$ cat config.mk
export PLATFORM = sky130hd
export DESIGN_NAME = tlru_min_tree
export DESIGN_NICKNAME = d
export VERILOG_FILES = /design/src/rtl/tlru_pkg.sv /design/src/rtl/tlru_min_tree.sv
export SDC_FILE = /design/constraint.sdc
export NUM_CORES = 2
export LEC_CHECK = 0
export BUFFER_PORTS_ARGS = -buffer_cell sky130_fd_sc_hd__buf_2
export CAP_MARGIN = 20
export CORE_AREA = 3 3 399 401
export CTS_CLUSTER_DIAMETER = 40
export DETAILED_ROUTE_END_ITERATION = 12
export DIE_AREA = 0 0 402 404
export HOLD_SLACK_MARGIN = 0.06
export SYNTH_ARGS = -nofsm -noshare
export SYNTH_HDL_FRONTEND = slang
export SYNTH_SLANG_ARGS = --single-unit
$ cat constraint.sdc
create_clock -name clk -period 5.1 [get_ports clk]
set_clock_uncertainty 0.15 [all_clocks]
set_input_delay 0.51 -clock clk [delete_from_list [all_inputs] [get_ports clk]]
set_output_delay 0.51 -clock clk [all_outputs]
set_load 0.05 [all_outputs]
$ cat src/rtl/tlru_pkg.sv
// tlru_pkg: shared sizes, item types, event codes and the compare helper
// for the timestamp lru replacement core; no dependencies
`timescale 1ns / 1ps

package tlru_pkg;

  // cache geometry
  localparam int SETS = 2048;
  localparam int WAYS = 16;

  // field widths of the items
  localparam int KIND_W   = 2;
  localparam int SET_W    = 11;
  localparam int WAY_IN_W = 4;
  localparam int VICTIM_W = 4;
  localparam int STAMP_W  = 64;

  // derived sizes
  localparam int ADDR_W  = (SETS > 1) ? $clog2(SETS) : 1;
  localparam int WAY_W   = $clog2(WAYS);
  localparam int WAYS_P2 = 1 << WAY_W;

  // event codes
  typedef enum logic [KIND_W-1:0] {
    KIND_QUERY  = 2'd0,
    KIND_FILL   = 2'd1,
    KIND_ACCESS = 2'd2
  } kind_t;

  typedef struct packed {
    logic [KIND_W-1:0]   kind;
    logic [SET_W-1:0]    set_index;
    logic [WAY_IN_W-1:0] way_index;
    logic                was_hit;
    logic                is_write;
  } in_item_t;

  typedef struct packed {
    logic [VICTIM_W-1:0] victim_way;
  } out_item_t;

  // one stored row: the stamps of every way of a set
  typedef logic [WAYS-1:0][STAMP_W-1:0] row_t;

  // one node of the minimum search
  typedef struct packed {
    logic               valid;
    logic [STAMP_W-1:0] stamp;
    logic [WAY_W-1:0]   way;
  } node_t;

  // older of two nodes; the lower way (left) wins ties
  function automatic node_t min_node(node_t a, node_t b);
    if (b.valid && (!a.valid || (b.stamp < a.stamp))) begin
      return b;
    end
    return a;
  endfunction

endpackage

$ cat src/rtl/tlru_min_tree.sv
// tlru_min_tree: registered pairwise tree that finds the oldest way of a row
// depends on tlru_pkg; one compare level per pipeline stage
`timescale 1ns / 1ps

module tlru_min_tree import tlru_pkg::*; (
  input  logic             clk,
  input  logic             rst,
  input  logic             row_valid,
  input  row_t             row,
  output logic             way_valid,
  output logic [WAY_W-1:0] way
);

  node_t leaf [WAYS_P2];
  node_t lvl [WAY_W][WAYS_P2/2];
  logic [WAY_W-1:0] lvl_valid;

  // leaves, padding past the last way marked invalid
  for (genvar i = 0; i < WAYS_P2; i++) begin : g_leaf
    if (i < WAYS) begin : g_real
      assign leaf[i] = '{valid: 1'b1, stamp: row[i], way: WAY_W'(i)};
    end else begin : g_pad
      assign leaf[i] = '{valid: 1'b0, stamp: '0, way: WAY_W'(i)};
    end
  end

  // compare levels, each registered
  for (genvar l = 0; l < WAY_W; l++) begin : g_lvl
    for (genvar j = 0; j < (WAYS_P2 >> (l + 1)); j++) begin : g_node
      if (l == 0) begin : g_first
        always_ff @(posedge clk) begin
          lvl[l][j] <= min_node(leaf[2*j], leaf[2*j+1]);
        end
      end else begin : g_next
        always_ff @(posedge clk) begin
          lvl[l][j] <= min_node(lvl[l-1][2*j], lvl[l-1][2*j+1]);
        end
      end
    end
  end

  // stage valid bits
  always_ff @(posedge clk) begin
    if (rst) begin
      lvl_valid <= '0;
    end else begin
      lvl_valid <= {lvl_valid[WAY_W-2 >= 0 ? WAY_W-2 : 0 : 0], row_valid} & {WAY_W{1'b1}};
    end
  end

  assign way_valid = lvl_valid[WAY_W-1];
  assign way       = lvl[WAY_W-1][0].way;

endmodule

==> run metrics <==
Post-synth ARST share 0%; Synth Cell Area 53280 um^2; initial drt markers 1972; Req. time, crit path 5.59 ns; Mapped Nets 7227; f_max 208.6 MHz; fill cell count 14133; sw frac 31.50%; Final #Nets 9393; via count 46492; Clock power frac 37.4%; Leak 38.62 nW; Final period util 93.99%; RSZ-0062 raised after global routing false; Net Sw Power 9.899 mW; largest net degree at the start of global routing 67; number of global-route vias before repair 49348; #FFs+latches synth 926; post-cts resize count 0; final setup TNS 0 ns; routability cong. 0.9508; Cell Pwr Density 407.1 nW/um^2; # clock sinks 926; share of post-route cells with drive strength above 1 28.85%; Num CTS Buffers 168; Slew HR 28.68%; GRT Overall Usage 23.59%; status complete, no violations; Die W 402 um; Mapped Cells 5255; Final Slew Violations 0; initial core utilization 34.15%; CTS tree built; Routed WL per cell 20.43 um; Synth Flop Type dfxtp_1; MaxCap Viol Count 0; most common cell after layout, fill and taps aside buf_2; Post-synth EDFFs 0; post-synthesis cell type count 61; Post-DRT Antenna Nets 0; Worst setup EP type flip-flop; IO Port Bufs 1031; total gr overflow 0; Util after Layout 49.48%; first-pass GRT wire length 289.5 mm; commonest cells after routing, fill and taps aside buf_2 (1032), dlygate4sd3_1 (1026), inv_1 (960); Comb pwr share 30.9%; sequential fraction of the synthesis area 34.79%; count of final hold-check violations 0; initial antenna violation count 84; final setup vio count 0; Reg clk slew, reported paths 0.05 ns; total power 31.42 mW; Root Buffer clkbuf_16; crit-path max FO 38; DRC errors left 0; Int Power 21.53 mW; vias per cell 4.807; Row Count 145; hold crit path type flip-flop to flip-flop; Ports 1032; area grow syn2layout 44.88%; final wirelength 197.6 mm; crit path DAT 5.29 ns; Longest Clk Path Bufs 3; Max VDD drop 0.3185 mV; worst slew pin tran 1.043 ns; hpwl dp 160.3 mm; Reg power frac 31.7%; TritonRoute pass-1 iters 5; Tmin final 4.794 ns; Core ar. 156000 um^2; die height 404 um; syn_area_per_cell 10.14 um^2; crit start category input port; Syn. warnings 0; worst skew pair latency 0.78 ns; die footprint 162400 um^2; H-tree depth 4; critical path class input port to flip-flop
## metrics by stage
| stage | setup WS [ns] | cells | cell area [um^2] | hold slack [ns] |
|---|---|---|---|---|
| finish | 0.3064 | 9671 | 77200 | 0.2849 |
| global route | 0.08546 | 9653 | 77150 | 0.2988 |
| CTS | 0.3905 | 9620 | 77070 | 0.2609 |
| detailed placement | 0.6457 | 8283 | 60780 | 0.2808 |
| global placement | 0.5477 | 8282 | 60780 | 0.2689 |
| floorplan | 2.022 | 5255 | 53280 | 0.2638 |
## registers in the layout (all words and copies together), names as in the netlist
| name | cells |
|---|---|
| lvl | 922 |
| lvl_valid | 4 |
## worst paths after layout
| path | startpoint | endpoint | slack, ns | cells after the start |
|---|---|---|---|---|
| worst max-delay path | row[307] | lvl[0][383] | 0.31 | 13 |
| worst min-delay path | lvl_valid[1] | lvl_valid[2] | 0.28 | 1 |
| worst max register to register | lvl[0][228] | lvl[1][388] | 0.96 | 10 |
| worst min register to register | lvl_valid[1] | lvl_valid[2] | 0.28 | 1 |
## power by group through the flow
stage / clock network, mW / logic (mW) / registers, mW
floorplan: 0 / 5.95 / 9.63
global placement: 0 / 8.60 / 10.1
detailed placement: 0 / 8.78 / 10.1
CTS: 12.0 / 9.85 / 10.0
global route: 12.4 / 10.8 / 10.1
finish: 11.8 / 9.71 / 9.95
## repair_timing
action / 4_1_cts / 5_1_grt
buffers inserted: 0 / 0
hold buffers: 1026 / 0
hold endpoints to repair: 516 / 0
## critical path: stages
cell and delay [ns]:
dlygate4sd3_1 0.54, buf_2 0.13, inv_1 0.05, ha_1 0.33, a21oi_1 0.18, o21ai_0 0.12, a221o_1 0.38, a2111oi_0 0.81
o21ai_0 0.38, a41oi_4 0.28, buf_4 0.53, mux2_2 0.41, dlygate4sd3_1 0.56
## synth_stat cells, drive strengths merged (15+ instances only)
master	count	area [um^2]
inv	960	3603
ha	945	11820
dfxtp	926	18540
mux2	907	10500
a21oi	321	1610
nand2	203	762.0
nand4	145	907.1
o21ai	145	725.7
a21o	121	908.4
nor2	113	424.2
buf	96	770.7
nand3	54	270.3
a211oi	47	352.8
a2111oi	30	281.5
nor3	28	140.1
nor4	23	143.9
and4	15	131.4
o211ai	15	112.6
## area by class of cell
cell class                      instances  area, um^2  share of cell area [%]
Antenna cell                           51       127.6                  0.1653
Clock buffer                          208        4659                   6.036
Clock inverter                        103        1359                   1.760
Inverter                              960        3603                   4.668
Multi-Input combinational cell       3271       30520                   39.53
Sequential cell                       926       18540                   24.01
Tap cell                             2058        2575                   3.336
Timing Repair Buffer                 2094       15820                   20.49
## logic make-up (layout without fill, tap and decap cells)
group | count (synthesis) | after routing | synth area share (%)
AOI/OAI and AO/OA | 783 | 783 | 9.198
buffers and inverters | 1058 | 3365 | 8.223
adders and majority gates | 945 | 945 | 22.19
muxes | 907 | 907 | 19.70
and+or+nand+nor | 636 | 636 | 5.894
other | 0 | 51 | 0
DFF | 926 | 926 | 34.79
## routing by layer
layer | vias to the layer above | wire length [um] | global-route usage, %
li1 | 22820 | - | -
met1 | 21946 | 77030 | 25.91
met2 | 1286 | 101100 | 43.79
met3 | 410 | 10890 | 4.981
met4 | 30 | 8367 | 9.790
met5 | - | 195 | 0
No activity file was read; power rests on OpenSTA's default activity.
